$ cat src/hdl/trb_pkg.sv
package trb_pkg;

    localparam int MAX_PHYS_BUTTONS = 32;
    localparam int WORD_W           = 32;
    localparam int UNIT_W           = 5;
    localparam int MAP_DEPTH        = 32;
    localparam int MAP_AW           = $clog2(MAP_DEPTH);
    localparam int BIT_AW           = $clog2(WORD_W);
    localparam int COUNT_W          = 6;
    localparam int DIV_W            = 3;
    localparam int CFG_INDEX_W      = 3;
    localparam int GROUP_SIZE       = 8;
    localparam int GROUPS           = (MAX_PHYS_BUTTONS + GROUP_SIZE - 1) / GROUP_SIZE;
    localparam int QDEPTH           = 2;
    localparam int QAW              = $clog2(QDEPTH);
    localparam int QCW              = $clog2(QDEPTH + 1);

    localparam logic [DIV_W-1:0]  DIV_MIN  = 3'd1;
    localparam logic [DIV_W-1:0]  DIV_MAX  = 3'd4;
    localparam logic [WORD_W-1:0] ALL_ONES = 32'hffff_ffff;

    // operation codes of an input beat
    localparam logic [1:0] OP_MAP_WRITE = 2'd0;
    localparam logic [1:0] OP_PAD_FRAME = 2'd1;
    localparam logic [1:0] OP_VSYNC     = 2'd2;

    // configuration register indexes
    localparam logic [CFG_INDEX_W-1:0] REG_BUTTON_COUNT = 3'd0;
    localparam logic [CFG_INDEX_W-1:0] REG_PHASE_MASK   = 3'd1;
    localparam logic [CFG_INDEX_W-1:0] REG_COMMAND_UNIT = 3'd2;
    localparam logic [CFG_INDEX_W-1:0] REG_UP_UNIT      = 3'd3;
    localparam logic [CFG_INDEX_W-1:0] REG_DOWN_UNIT    = 3'd4;
    localparam logic [CFG_INDEX_W-1:0] REG_LEFT_UNIT    = 3'd5;
    localparam logic [CFG_INDEX_W-1:0] REG_RIGHT_UNIT   = 3'd6;

    localparam logic [COUNT_W-1:0] RST_BUTTON_COUNT = 6'd16;
    localparam logic [UNIT_W-1:0]  RST_COMMAND_UNIT = 5'd8;
    localparam logic [UNIT_W-1:0]  RST_UP_UNIT      = 5'd0;
    localparam logic [UNIT_W-1:0]  RST_DOWN_UNIT    = 5'd1;
    localparam logic [UNIT_W-1:0]  RST_LEFT_UNIT    = 5'd2;
    localparam logic [UNIT_W-1:0]  RST_RIGHT_UNIT   = 5'd3;

    typedef struct packed {
        logic [1:0]        operation;
        logic [UNIT_W-1:0] button_slot;
        logic [UNIT_W-1:0] target_unit;
        logic [WORD_W-1:0] pressed;
    } in_item_t;

    typedef struct packed {
        logic [WORD_W-1:0] buttons_out;
        logic [WORD_W-1:0] phase_a_word;
        logic [WORD_W-1:0] phase_b_word;
        logic [WORD_W-1:0] rapid_units;
        logic [WORD_W-1:0] rapid_marks;
        logic [DIV_W-1:0]  divider_out;
    } out_item_t;

    typedef struct packed {
        logic [COUNT_W-1:0] button_count;
        logic [WORD_W-1:0]  phase_mask;
        logic [UNIT_W-1:0]  command_unit;
        logic [UNIT_W-1:0]  up_unit;
        logic [UNIT_W-1:0]  down_unit;
        logic [UNIT_W-1:0]  left_unit;
        logic [UNIT_W-1:0]  right_unit;
    } cfg_t;

    typedef enum logic [1:0] {
        KIND_MAP,
        KIND_PAD,
        KIND_TICK,
        KIND_NONE
    } kind_t;

    typedef struct packed {
        kind_t             kind;
        logic [UNIT_W-1:0] slot;
        logic [UNIT_W-1:0] target;
        logic [WORD_W-1:0] pressed;
    } cmd_t;

    typedef enum logic [2:0] {
        BK_IDLE,
        BK_UNITS,
        BK_UPDATE,
        BK_GATE,
        BK_FINISH
    } back_state_t;

    function automatic logic [WORD_W-1:0] unit_bit(input logic [UNIT_W-1:0] u);
        return {{(WORD_W-1){1'b0}}, 1'b1} << u;
    endfunction

    // buttons in use: count clamps to the build limit
    function automatic logic [WORD_W-1:0] act_mask(input logic [COUNT_W-1:0] cnt);
        logic [COUNT_W-1:0] n;
        n = (cnt > COUNT_W'(MAX_PHYS_BUTTONS)) ? COUNT_W'(MAX_PHYS_BUTTONS) : cnt;
        if (n >= COUNT_W'(WORD_W)) begin
            return ALL_ONES;
        end
        return ({{(WORD_W-1){1'b0}}, 1'b1} << n) - {{(WORD_W-1){1'b0}}, 1'b1};
    endfunction

endpackage

$ cat src/hdl/trb_queue.sv
module trb_queue
    import trb_pkg::*;
(
    input  logic aclk,
    input  logic aresetn,
    input  logic push,
    input  cmd_t push_cmd,
    output logic full,
    input  logic pop,
    output logic q_valid,
    output cmd_t q_cmd
);

    cmd_t           entry_reg [QDEPTH];
    logic [QAW-1:0] wr_ptr_reg;
    logic [QAW-1:0] rd_ptr_reg;
    logic [QCW-1:0] count_reg;

    assign full    = (count_reg == QCW'(QDEPTH));
    assign q_valid = (count_reg != '0);
    assign q_cmd   = entry_reg[rd_ptr_reg];

    function automatic logic [QAW-1:0] ptr_inc(input logic [QAW-1:0] p);
        return (p == QAW'(QDEPTH - 1)) ? '0 : p + QAW'(1);
    endfunction

    always_ff @(posedge aclk) begin
        if (!aresetn) begin
            wr_ptr_reg <= '0;
            rd_ptr_reg <= '0;
            count_reg  <= '0;
        end else begin
            if (push) begin
                wr_ptr_reg <= ptr_inc(wr_ptr_reg);
            end
            if (pop) begin
                rd_ptr_reg <= ptr_inc(rd_ptr_reg);
            end
            if (push && !pop) begin
                count_reg <= count_reg + QCW'(1);
            end else if (pop && !push) begin
                count_reg <= count_reg - QCW'(1);
            end
        end
    end

    always_ff @(posedge aclk) begin
        if (push) begin
            entry_reg[wr_ptr_reg] <= push_cmd;
        end
    end

endmodule

$ cat config.mk
export PLATFORM = sky130hd
export DESIGN_NAME = trb_queue
export DESIGN_NICKNAME = d
export VERILOG_FILES = /design/src/hdl/trb_pkg.sv /design/src/hdl/trb_queue.sv
export SDC_FILE = /design/constraint.sdc
export NUM_CORES = 1
export LEC_CHECK = 0
export BUFFER_PORTS_ARGS = -buffer_cell sky130_fd_sc_hd__buf_2
export CORE_MARGIN = 1.5
export CORE_UTILIZATION = 44
export DETAILED_ROUTE_END_ITERATION = 8
export PLACE_DENSITY = 0.69
export SYNTH_ARGS = -nofsm -noshare
export SYNTH_HDL_FRONTEND = slang
export SYNTH_SLANG_ARGS = --single-unit
$ cat constraint.sdc
create_clock -name aclk -period 3.65 [get_ports aclk]
set_input_delay 0 -clock aclk [delete_from_list [all_inputs] [get_ports aclk]]
set_output_delay 0 -clock aclk [all_outputs]
set_load 0.01 [all_outputs]
Word level (Yosys, flattened, before mapping)
Memories as Yosys holds them, arrays and structs flattened. A register that Yosys moved wholly into a read port is not among the register bits.
Index checks and enable logic that the tools add are counted.
- add/sub/neg operators: 4
- equality and inequality tests: 1
- mux-type cells: 8
- reduce and logical (&&, ||, !) cells: 6
- operators with widths (cell ; number):
    1-bit 2-to-1 mux ; 6
    2-bit 2-to-1 mux ; 2
    2-bit nonzero test ; 2
    1-bit adder (second input constant) ; 2
    2-bit by 1-bit adder with 2-bit output (second input constant) ; 1
    2-bit == test (second input constant) ; 1
    1-bit logical AND ; 2
    1-bit zero test ; 2
    2-bit by 1-bit subtractor with 2-bit output (second input constant) ; 1
- register bits after elaboration: 4
- RAM bits: 88
- input port bits: 48
- logic and storage cells: 23
- memories kept: 1
- memories (memory ; words ; width ; read ports ; clocked after Yosys merged registers in ; write ports ; line ; text):
    entry_reg ; 2 ; 44 ; 1 ; 1 ; 1 ; trb_queue.sv:14 ; cmd_t entry_reg [QDEPTH];

Depth between registers and ports, before layout
- depth after elaboration: 4
- depth in mapped cells: 5

Worst setup path after synthesis
No wires, ideal clock.
- path kind: register -> register
- from: register wr_ptr_reg
- to: memory entry_reg[0][0] (netlist bit), enable pin
- setup time: 0.452 ns
- data arrival time: 2.300 ns
- required time: 3.198 ns
- path slack: 0.898 ns
- cell stages (with the launch flop): 2
- period minus slack after synthesis: 2.752 ns
- cell sequence: dfxtp_1 > nor2b_1
- RTL lines (item ; line ; text):
    from (decl) ; trb_queue.sv:15 ; logic [QAW-1:0] wr_ptr_reg;
    from (signal assigned) ; trb_queue.sv:34 ; wr_ptr_reg <= ptr_inc(wr_ptr_reg);
    to (decl) ; trb_queue.sv:14 ;
No word-level cell before the write port.

==> impl_metrics.py <==
metrics = {
    "cells_and_area": {
        "stdcell_count": 409,
        "nets": 354,
        "final_util_pct": 62.8,
        "nFillCells": 568,
        "areaGrowthSynthToFinish_pct": 35.6,
        "drive_gt1_share_pct": 51.3,
        "layout_common_cells": "buf_2, edfxtp_1, dlygate4sd3_1, mux2_2, clkbuf_8",
        "final_common_cell": "buf_2",
        "fin_area_um2": 4620,
        "largest_register_ffs": 88,
        "n_antenna_cell": 0,
    },
    "worst_setup_path": {
        "worst-path-buf-inv": 1,
        "crit_fanout": 44,
        "slowest_delay_ns": 1.04,
        "cp_slowest_cell": "dfxtp_2",
        "critical_path_arrival_ns": 1.96,
        "path_class": "flop to output pin",
        "end_kind": "output pin",
        "critPathLaunchType": "flop",
        "path_delay_family": "flip-flops",
        "timing.rr.start": "wr_ptr_reg$_SDFFE_PN0P_",
        "crit_chain": "mux2_2 -> buf_2",
        "worst_ep_required_time_ns": 3.65,
    },
    "pwr": {
        "p_per_area_nw_per_um2": 473,
        "cellLeakagePower_uw": 0.00176,
        "irDropWorstVdd_mv": 0.294,
    },
    "timing": {
        "fmax_mhz": 510,
        "worst_pin_slew_ns": 1.08,
        "layout_min_cycle_time_ns": 1.96,
        "setup_viol": 0,
        "finClkSkew_ns": 0.00802,
        "grt_setup_unrepaired": "false",
        "slew_headroom_pct": 27.9,
        "hold_viol": 0,
        "whs_ns": 0.0393,
        "finalCritPeriodShare_pct": 53.7,
        "fin_setup_tns_ns": 0,
        "final_max_slew_viol_count": 0,
    },
    "grt": {
        "grt_pass1_vias": 1966,
        "grt_max_degree": 45,
        "antenna_found_initial": 0,
        "track_usage_pct": 15.0,
        "grt-ovfl-total": 0,
        "grt_pass1_wl_mm": 9.38,
    },
    "die": {
        "die_area_um2": 8290,
        "initial_core_util_pct": 46.3,
        "ios": 94,
        "fp.dieW_um": 91.0,
        "die_y_um": 91.0,
        "coreArea_um2": 7370,
        "placementRows": 31,
    },
    "logic_synthesis": {
        "syn-num-nets": 208,
        "yosysSeqAreaShare_pct": 80.4,
        "synth-seq-cells": 93,
        "syn_area_per_cell_um2": 21.4,
        "syn-cell-area_um2": 3410,
        "synth_cells": 159,
        "ys_types": 17,
        "yosys_warnings": 0,
    },
    "clock_tree": {
        "clock-sinks": 93,
        "ctsResizeCount": 0,
        "path_clk_slew_ns": 0.08,
        "clockBufferDepth": 2,
        "postCtsSetupBuffers": 0,
        "cts_tree": "yes",
        "clk_latency_ns": 0.34,
        "cts_hold_buf": 46,
        "root_buffer": "clkbuf_8",
        "htreeDepth": 3,
        "cts_made_buffers": 9,
    },
    "route": {
        "dr.pass1.iters": 4,
        "ant_nets": 0,
        "routed-via-count": 1884,
        "drc": 0,
        "viasPerCell": 4.61,
        "drt_iter0_drc": 71,
        "totalWireLength_mm": 6.13,
        "wl_per_cell_um": 15.0,
    },
    "worst_hold_path": {
        "min_from": "push",
        "hp-class": "primary input to flop",
    },
    "place": {
        "port_buffers": 93,
        "place_area_um2": 3970,
        "hpwlAfterDp_mm": 3.67,
        "dpl.cell_count": 347,
        "gp_congestion": 0.667,
    },
    "run": {
        "maxCapViolCount": 0,
    },
    "run_status": {
        "status": "complete, no violations",
    },
}
cell type report:
type	count	area, um2	area share (%)
Sequential cell	93	2740	59.3
Tap cell	99	124	2.68
Clock buffer	9	124	2.68
Multi-Input combinational cell	60	622	13.4
Inverter	1	3.75	0.0812
Clock inverter	7	73.8	1.60
Timing Repair Buffer	140	933	20.2
tightest hold or removal path, cell delays in order:
cell,delay (ns)
buf_2,0.13
nor2b_1,0.11
o21a_1,0.11
power by group:
group          leakage, uW  switching, uW  total (uW)  internal, uW
Combinational     0.000795            112         262           149
Sequential        0.000868           33.6        1260          1230
Clock             0.000100            344         664           320
Total              0.00176            490        2190          1700
kinds of logic after synthesis:
group | Yosys count | share of synthesized area, %
and+or+nand+nor | 9 | 1.72
xor gates and xnor gates | 3 | 0.771
muxes | 44 | 14.5
buffers and inverters | 6 | 1.58
DFF | 93 | 80.4
adders and majority gates | 1 | 0.367
AOI/OAI and AO/OA | 3 | 0.587
synthesized netlist by cell type (all sizes together):
library cell  instances  share of area (%)
a21boi                1               0.22
and2                  4               0.73
and2b                 1               0.26
buf                   5                1.5
dfxtp                 5                2.9
edfxtp               88                 78
ha                    1               0.37
inv                   1               0.11
mux2                 44                 15
nor2b                 2               0.37
o21a                  1               0.22
o21ai                 1               0.15
or2                   1               0.18
or3                   1               0.18
xnor2                 1               0.26
xor2                  2               0.51
metrics by stage:
stage | total power, uW | setup WS [ns]
after floorplan | 1410 | 0.898
after global placement | 1510 | 1.97
after detailed placement | 1510 | 1.96
after CTS | 2220 | 1.63
after global routing | 2280 | 1.54
final | 2190 | 1.69
path summary, 6_finish.rpt:
check	to	slack, ns	cells after the start
hold / removal	wr_ptr_reg$_SDFFE_PN0P_	0.04	3
setup / recovery	q_cmd[37]	1.69	2
hold reg to reg	count_reg[1]$_SDFFE_PN0P_	0.51	2
setup reg to reg	entry_reg[1][15]$_DFFE_PP_	1.98	1
layer usage:
| metal | routed length [um] | global-route usage (%) |
|---|---|---|
| met1 | 2490 | 17.2 |
| met2 | 3340 | 26.7 |
| met3 | 193 | 2.35 |
| met4 | 111 | 7.94 |
| met5 | 0 | 0 |
(Power assumes the default switching activity.)
