### src/hdl/trb_pkg.sv
package trb_pkg;

    localparam int MAX_PHYS_BUTTONS = 32;
    localparam int WORD_W           = 32;
    localparam int UNIT_W           = 5;
    localparam int MAP_DEPTH        = 32;
    localparam int MAP_AW           = $clog2(MAP_DEPTH);
    localparam int BIT_AW           = $clog2(WORD_W);
    localparam int COUNT_W          = 6;
    localparam int DIV_W            = 3;
    localparam int CFG_INDEX_W      = 3;
    localparam int GROUP_SIZE       = 8;
    localparam int GROUPS           = (MAX_PHYS_BUTTONS + GROUP_SIZE - 1) / GROUP_SIZE;
    localparam int QDEPTH           = 2;
    localparam int QAW              = $clog2(QDEPTH);
    localparam int QCW              = $clog2(QDEPTH + 1);

    localparam logic [DIV_W-1:0]  DIV_MIN  = 3'd1;
    localparam logic [DIV_W-1:0]  DIV_MAX  = 3'd4;
    localparam logic [WORD_W-1:0] ALL_ONES = 32'hffff_ffff;

    // operation codes of an input beat
    localparam logic [1:0] OP_MAP_WRITE = 2'd0;
    localparam logic [1:0] OP_PAD_FRAME = 2'd1;
    localparam logic [1:0] OP_VSYNC     = 2'd2;

    // configuration register indexes
    localparam logic [CFG_INDEX_W-1:0] REG_BUTTON_COUNT = 3'd0;
    localparam logic [CFG_INDEX_W-1:0] REG_PHASE_MASK   = 3'd1;
    localparam logic [CFG_INDEX_W-1:0] REG_COMMAND_UNIT = 3'd2;
    localparam logic [CFG_INDEX_W-1:0] REG_UP_UNIT      = 3'd3;
    localparam logic [CFG_INDEX_W-1:0] REG_DOWN_UNIT    = 3'd4;
    localparam logic [CFG_INDEX_W-1:0] REG_LEFT_UNIT    = 3'd5;
    localparam logic [CFG_INDEX_W-1:0] REG_RIGHT_UNIT   = 3'd6;

    localparam logic [COUNT_W-1:0] RST_BUTTON_COUNT = 6'd16;
    localparam logic [UNIT_W-1:0]  RST_COMMAND_UNIT = 5'd8;
    localparam logic [UNIT_W-1:0]  RST_UP_UNIT      = 5'd0;
    localparam logic [UNIT_W-1:0]  RST_DOWN_UNIT    = 5'd1;
    localparam logic [UNIT_W-1:0]  RST_LEFT_UNIT    = 5'd2;
    localparam logic [UNIT_W-1:0]  RST_RIGHT_UNIT   = 5'd3;

    typedef struct packed {
        logic [1:0]        operation;
        logic [UNIT_W-1:0] button_slot;
        logic [UNIT_W-1:0] target_unit;
        logic [WORD_W-1:0] pressed;
    } in_item_t;

    typedef struct packed {
        logic [WORD_W-1:0] buttons_out;
        logic [WORD_W-1:0] phase_a_word;
        logic [WORD_W-1:0] phase_b_word;
        logic [WORD_W-1:0] rapid_units;
        logic [WORD_W-1:0] rapid_marks;
        logic [DIV_W-1:0]  divider_out;
    } out_item_t;

    typedef struct packed {
        logic [COUNT_W-1:0] button_count;
        logic [WORD_W-1:0]  phase_mask;
        logic [UNIT_W-1:0]  command_unit;
        logic [UNIT_W-1:0]  up_unit;
        logic [UNIT_W-1:0]  down_unit;
        logic [UNIT_W-1:0]  left_unit;
        logic [UNIT_W-1:0]  right_unit;
    } cfg_t;

    typedef enum logic [1:0] {
        KIND_MAP,
        KIND_PAD,
        KIND_TICK,
        KIND_NONE
    } kind_t;

    typedef struct packed {
        kind_t             kind;
        logic [UNIT_W-1:0] slot;
        logic [UNIT_W-1:0] target;
        logic [WORD_W-1:0] pressed;
    } cmd_t;

    typedef enum logic [2:0] {
        BK_IDLE,
        BK_UNITS,
        BK_UPDATE,
        BK_GATE,
        BK_FINISH
    } back_state_t;

    function automatic logic [WORD_W-1:0] unit_bit(input logic [UNIT_W-1:0] u);
        return {{(WORD_W-1){1'b0}}, 1'b1} << u;
    endfunction

    // buttons in use: count clamps to the build limit
    function automatic logic [WORD_W-1:0] act_mask(input logic [COUNT_W-1:0] cnt);
        logic [COUNT_W-1:0] n;
        n = (cnt > COUNT_W'(MAX_PHYS_BUTTONS)) ? COUNT_W'(MAX_PHYS_BUTTONS) : cnt;
        if (n >= COUNT_W'(WORD_W)) begin
            return ALL_ONES;
        end
        return ({{(WORD_W-1){1'b0}}, 1'b1} << n) - {{(WORD_W-1){1'b0}}, 1'b1};
    endfunction

endpackage

### src/hdl/trb_front.sv
module trb_front
    import trb_pkg::*;
(
    input  logic     s_valid,
    output logic     s_ready,
    input  in_item_t s_data,
    input  cfg_t     cfg,
    input  logic     q_full,
    output logic     q_push,
    output cmd_t     q_cmd
);

    assign s_ready = !q_full;
    assign q_push  = s_valid && !q_full;

    // classify the beat and drop pressed bits of buttons not in use
    always_comb begin
        q_cmd.slot    = s_data.button_slot;
        q_cmd.target  = s_data.target_unit;
        q_cmd.pressed = s_data.pressed & act_mask(cfg.button_count);
        case (s_data.operation)
            OP_MAP_WRITE: q_cmd.kind = KIND_MAP;
            OP_PAD_FRAME: q_cmd.kind = KIND_PAD;
            OP_VSYNC:     q_cmd.kind = KIND_TICK;
            default:      q_cmd.kind = KIND_NONE;
        endcase
    end

endmodule

### config.mk
export PLATFORM = sky130hd
export DESIGN_NAME = trb_front
export DESIGN_NICKNAME = d
export VERILOG_FILES = /design/src/hdl/trb_pkg.sv /design/src/hdl/trb_front.sv
export SDC_FILE = /design/constraint.sdc
export NUM_CORES = 1
export LEC_CHECK = 0
export BUFFER_PORTS_ARGS = -buffer_cell sky130_fd_sc_hd__buf_2
export CAP_MARGIN = 20
export CORE_ASPECT_RATIO = 0.6
export CORE_MARGIN = 8
export CORE_UTILIZATION = 23
export DETAILED_ROUTE_END_ITERATION = 10
export PLACE_DENSITY = 0.73
export SETUP_SLACK_MARGIN = 0.1
export SYNTH_ARGS = -nofsm -noshare
export SYNTH_HDL_FRONTEND = slang
export SYNTH_SLANG_ARGS = --single-unit
### constraint.sdc
create_clock -name vclk -period 3.65
set_input_delay 0.365 -clock vclk [all_inputs]
set_output_delay 0.365 -clock vclk [all_outputs]
set_load 0.005 [all_outputs]
**After elaboration in Yosys (flattened, before gate mapping)**

Index checks and enable logic that the tools add are counted.

- Register bits: 0
- Input port bits: 109

- $add $sub $neg: 1
- $lt $le $gt $ge: 2
- Eq/ne operators: 2
- Shifts and indexed selects: 1
- Mux-type cells: 5
- Bitwise logic cells: 1
- Reductions and logical operators: 3

Operator list:

| operator | number |
|---|---|
| $mux 32 | 2 |
| $and 32x32->32 | 1 |
| $shl 1x6->32 const A | 1 |
| $sub 32x1->32 const B | 1 |
| $ge 6x6->1 const B | 1 |
| $gt 6x6->1 const B | 1 |
| $mux 6 | 1 |
| $pmux 2 s3 | 1 |
| $eq 2x1->1 const B | 1 |
| $eq 2x2->1 const B | 1 |
| $logic_not 2->1 | 1 |
| $logic_and 1x1->1 | 1 |
| $logic_not 1->1 | 1 |
| $mux 1 | 1 |

**Depth between registers and ports, before layout**

Gate-level depths: netlist (run 1).

- Depth after elaboration: 6
- Gate-level depth with buffers: 8
- Gate-level depth less buffers: 7

**Least setup slack after synthesis (run 1)**

OpenSTA, ideal clock, no wires.

- Path type: input-to-output
- From: input cfg[59] (netlist bit)
- To: output q_cmd[14] (netlist bit)
- Arrival: 1.783 ns
- Data required time: 3.285 ns
- Setup slack: 1.502 ns
- Stages on the path: 8
- Path buffers: 2
- Cells stage by stage: buf_6 > nor4_4 > nand3b_1 > ha_1 > clkbuf_1 > nor3_1 > a21oi_1 > a21boi_1

RTL lines:

| what | RTL line | text |
|---|---|---|
| start: declaration | trb_front.sv:7 | `input cfg_t cfg,` |
| end: declaration | trb_front.sv:10 | `output cmd_t q_cmd` |

==> impl_results.md, run 1 <==
* Period utilisation layout at 81.8%
* Sum Neg Setup Slack at 0 ns
* Synthesis-to-layout area growth at 29.7%
* CORE AREA at approximately 4000 µm²
* CP max-delay cell: ha_1
* Yosys cell types at 48
* Largest family of logic cells by synthesized area: compound AO/OA/AOI/OAI gates
* Post-layout nets at approximately 300
* IO buf count at 74
* Final Cell Area at 1220 µm²
* 1st-iter DRT viols at about 100
* Inserted Diodes at 0
* Number of flip-flops and latches at 0
* Storage cell area at 0 µm²
* Most common cell after layout, fill and taps aside: buf_2
* # hold bufs at CTS at 0
* Synth Area in Adders at about 1.3%
* Worst Path Class, Setup: in2out
* FP Rows at 18
* Drt via density at between 5 and 6
* Area fraction in compound gates after synthesis at approximately 41%
* Static Leak at 0.591 nW
* Mapped Cells at between 100 and 150
* Largest net degree at the start of global routing at 25
* Worst slew margin at around three fifths
* Routed WL per cell at between 15 and 20 µm
* Grt ovf at 0
* Detailed placer's ending HPWL at roughly 2900 µm
* CLK BUF at 0
* Endpoints failing setup at 0
* # Post-CTS Setup Buffers at 0
* Crit path from: cfg[60]
* Synth Area in XOR/XNOR at 4.66%
* Initial core utilization at about a quarter
* Final hold vios at 0
* Routed WL at between 3000 and 4000 µm
* Max Slew Vio Count at 0
* Number of global-route vias before repair at about 1200
* Hold Path Class: in2out
* Startpoint types: input pin
* Peak supply drop at 0.0000316 V
* Combinational fraction of design power at 100.0%
* Post-cts resize count at 0
* Status: completed
* Crit path top cell by count: buf_2
* Critical Path RT at approximately 3.3 ns
* Post-DP Area at between 1000 and 1500 µm²
* Commonest non-fill, non-tap cells in the layout: 74 x buf_2, 12 x nor2_1, 12 x a21boi_1
* Finished Core Util at 30.4%
* Max frequency at between 300 and 400 MHz
* Syn avg cell area at 6.81 µm²
* Clk pwr share at 0%
* Syn Nets at approximately 250
* Register area share after synthesis at 0%
* CP endpoint kind: primary output
* Setup crit end: q_cmd[6]
* Layout cells sized above 1 at approximately 46%
* Cell area after synthesis at about 940 µm²
* GRT Util Overall at a little over a tenth
* Synth Warn # at 0
* Antenna viol nets, final at 0
* Int Pwr at 60.4 µW
* Critical Path AT at between 2 and 3 ns
* Global-route wire length before repair at 6030 µm
* Die Y at 65.5 µm
* Initial antenna violation count at 0
* Chip Width at 98.5 µm
* I/O Pins at ~160
* DRC at 0
* PD cells at around 110 nW/µm²
* Fillers at roughly 480
* RSZ-0062 raised after global routing: no
* Switching Share at 53.3%
* Max stage delay on crit path at 0.54 ns
* P_sw at 68.9 µW
* Simple-gate share of the synthesized area at about 34%
* Mux cell area share after synthesis at 0%
* Critical-path maximum fanout at 21
* Sequential share of power at 0%
* Max-Cap Viols at 0
* Placer Congestion at between 0.8 and 0.9
* Drt first pass iters at 4
* Cell-by-cell trace of the critical path: buf_2 > nor2_1 > nand2_1 > ha_1 > inv_1 > a21oi_1 > o22ai_1 > a21boi_1 > buf_2
* Vias at 1205
* Slew @ Worst Pin at roughly 0.59 ns
* Crit path time final at between 2 and 3 ns
* Die area at 6450 µm²
==> cell type report <==
type	count	area [µm²]	share of cell area [%]
inverter	5	18.8	1.54
timing repair buffer	75	378	31.0
multi-input combinational	110	759	62.3
tap	50	62.6	5.13
==> synth_stat cells (all sizes together), types with 3 or more instances <==
| library cell | instances | area (µm²) |
|---|---|---|
| xnor2 | 3 | 26.3 |
| a21boi | 13 | 97.6 |
| nor2 | 13 | 51.3 |
| nor2b | 7 | 43.8 |
| and2 | 3 | 18.8 |
| nand3 | 7 | 35.0 |
| nor4 | 3 | 46.3 |
| nand2 | 8 | 32.5 |
| buf | 19 | 146 |
| o31ai | 4 | 35.0 |
| inv | 5 | 18.8 |
| o21ai | 6 | 30.0 |
| nor3 | 4 | 25.0 |
| clkbuf | 4 | 15.0 |
| o21a | 6 | 45.0 |
| a21oi | 6 | 33.8 |
==> cells by family (layout without fill, tap and decap cells) <==
logic type,count (synthesis),after routing
xor gates and xnor gates,5,5
adders and majority gates,1,1
and+or+nand+nor,54,54
AOI/OAI and AO/OA,50,50
buffers and inverters,28,80
==> power groups by stage <==
stage | sequential [mW] | clock (mW) | combinational (mW)
finish | 0 | 0 | 0.129
global placement | 0 | 0 | 0.128
detailed placement | 0 | 0 | 0.130
global route | 0 | 0 | 0.145
floorplan | 0 | 0 | 0.0851
CTS | 0 | 0 | 0.131
==> metrics by stage <==
stage,std cells,hold slack (ns),setup WS [ns],power [mW]
after floorplan,138,0.757,1.50,0.0851
after global placement,240,0.730,0.734,0.128
after detailed placement,240,0.730,0.704,0.130
after CTS,240,0.730,0.694,0.131
after global routing,240,0.730,0.445,0.145
final,240,0.730,0.666,0.129
==> worst max-delay path, delay by kind of cell <==
family,cells,cell delay (ns)
buffers and inverters,3,0.78
AO/OA/AOI/OAI,3,0.55
adder cells (fa/ha/maj),1,0.54
AND/OR/NAND/NOR,2,0.36
==> worst min path at each step <==
stage,startpoint,endpoint,depth (start not counted)
after floorplan,q_full,s_ready,1
after global placement,s_data[32],q_cmd[32],0
after detailed placement,s_data[32],q_cmd[32],0
after CTS,s_data[32],q_cmd[32],0
after global routing,s_data[37],q_cmd[37],0
final,s_data[37],q_cmd[37],0
==> metal layers <==
| layer | track usage [%] | part of all wire, % |
|---|---|---|
| met4 | 0.190 | 0 |
| met2 | 17.9 | 43 |
| met5 | 0 | 0 |
| met3 | 3.06 | 7.4 |
| met1 | 14.8 | 50 |
Power figures use the tool's default switching activity.
==> run 2, diff against run 1 <==
==> constraint.sdc (replaced) <==
create_clock -name vclk -period 2.8
set_input_delay 0.28 -clock vclk [all_inputs]
set_output_delay 0.28 -clock vclk [all_outputs]
set_load 0.005 [all_outputs]
==> impl_results.md, run 2 (synthesized netlist as in run 1, its figures left out) <==
* Max Slew Vio Count at 0 (unchanged)
* Drt via density at 5.07 (+0.88%)
* Number of global-route vias before repair at 1312 (+5.2%)
* Startpoint types: input pin
* Routed WL per cell at 14.9 µm (-2.0%)
* Pre-CTS setup slack at 0.394 ns (-0.310 ns)
* Critical Path AT at 2.15 ns (-0.47 ns)
* CP max-delay cell: ha_1
* Worst slew margin at 71.0% (+10 points)
* Post-cts resize count at 0 (unchanged)
* Final WS setup at 0.368 ns (-0.298 ns)
* Global-route wire length before repair at 6070 µm (+0.70%)
* Finished Core Util at 31.5% (+1.1 points)
* IO buf count at 74 (unchanged)
* Crit path top cell by count: buf_2
* Inserted Diodes at 0 (unchanged)
* Period utilisation layout at between 80% and 90%
* # Post-CTS Setup Buffers at 0 (unchanged)
* Synthesis-to-layout area growth at 34.5%
* Delay-heaviest family, CP: buffers and inverters
* Layout cells sized above 1 at 47.4% (+1.7 points)
* Status: completed
* Crit path time final at roughly 2.4 ns
* Antenna viol nets, final at 0 (unchanged)
* 1st-iter DRT viols at 137 (+34%)
* Post-layout nets at 308 (+2.0%)
* Placer Congestion at 0.805 (-0.32%)
* Static Leak at 0.619 nW (+4.8%)
* Detailed placer's ending HPWL at 3040 µm (+3.1%)
* Peak supply drop at 0.0000431 V (+36%)
* Vias at 1246 (+3.4%)
* Die area at 6450 µm² (unchanged)
* Worst Path Class, Setup: in2out
* Critical-path maximum fanout at 20 (-4.8%)
* Cell-by-cell trace of the critical path: buf_2 > buf_4 > nor2_1 > nand2_1 > ha_1 > inv_1 > a21oi_1 > o22ai_1 > a21boi_1 > buf_2
* Largest net degree at the start of global routing at 22 (-12%)
* Chip Width at 98.5 µm (unchanged)
* GRT Util Overall at 10.9% (-0.068 points)
* CP bufs+invs at 4 (+1)
* Initial antenna violation count at 0 (unchanged)
* Initial core utilization at 23.4% (unchanged)
* Most common cell after layout, fill and taps aside: buf_2
* Drt first pass iters at 4 (unchanged)
* DRC at 0 (unchanged)
* RSZ-0062 raised after global routing: no
* Sum Neg Setup Slack at 0 ns (unchanged)
* Hold Path Class: in2out
* Critical Path RT at 2.52 ns (-0.76 ns)
* CORE AREA at 4010 µm² (unchanged)
* Number of flip-flops and latches at 0 (unchanged)
* Max frequency at 411 MHz
* CLK BUF at 0 (unchanged)
* Die Y at 65.5 µm (unchanged)
* Grt ovf at 0 (unchanged)
* Max-Cap Viols at 0 (unchanged)
* Routed WL at 3670 µm (+0.47%)
* Storage cell area at 0 µm² (unchanged)
* Commonest non-fill, non-tap cells in the layout: 74 x buf_2, 12 x nor2_1, 12 x a21boi_1
* Slew @ Worst Pin at 0.432 ns (-0.154 ns)
* Multi-input logic area at 759 µm² (unchanged)
* Endpoints failing setup at 0 (unchanged)
* I/O Pins at 155 (unchanged)
* # hold bufs at CTS at 0 (unchanged)
* Max stage delay on crit path at 0.39 ns (-0.15 ns)
* Final hold vios at 0 (unchanged)
* FP Rows at 18 (unchanged)
* Fillers at 457 (-3.8%)
* CP endpoint kind: primary output
* PD cells at 138 nW/µm² (+30%)
-- run 2: cell count changes in the layout (fill, tap and decap cells not counted), sizes merged --
cell,change
buf,+6
-- run 2: metal layers --
| layer | global-route usage [%] | share of wire (%) |
|---|---|---|
| met3 | 3.16 | 9.5 |
| met2 | 17.7 | 43 |
| met5 | 0 | 0 |
| met1 | 14.4 | 47 |
| met4 | 0.949 | 0.35 |
-- run 2: power breakdown --
part	internal, mW	total [mW]	switching [mW]
registers	0	0	0
logic	0.0839	0.175	0.0910
clock network	0	0	0
total	0.0839	0.175	0.0910
-- run 2: final cells by class --
cell class,count,area share (%)
Inverter,5,1.49
Multi-Input combinational cell,110,60.1
Tap cell,50,4.95
Timing Repair Buffer,81,33.5
-- run 2: per-stage QoR --
stage	power, mW	cells	hold WS [ns]	area [µm²]
detailed placement	0.176	246	0.560	1260
floorplan	0.111	138	0.587	940
finish	0.175	246	0.560	1260
CTS	0.177	246	0.560	1260
global placement	0.173	246	0.560	1260
global route	0.195	246	0.560	1260
-- run 2: path summary, 6_finish.rpt --
check                  start   endpoint  slack, ns  depth (start not counted)
setup / recovery     cfg[60]   q_cmd[6]       0.37                         10
hold / removal    s_data[37]  q_cmd[37]       0.56                          0
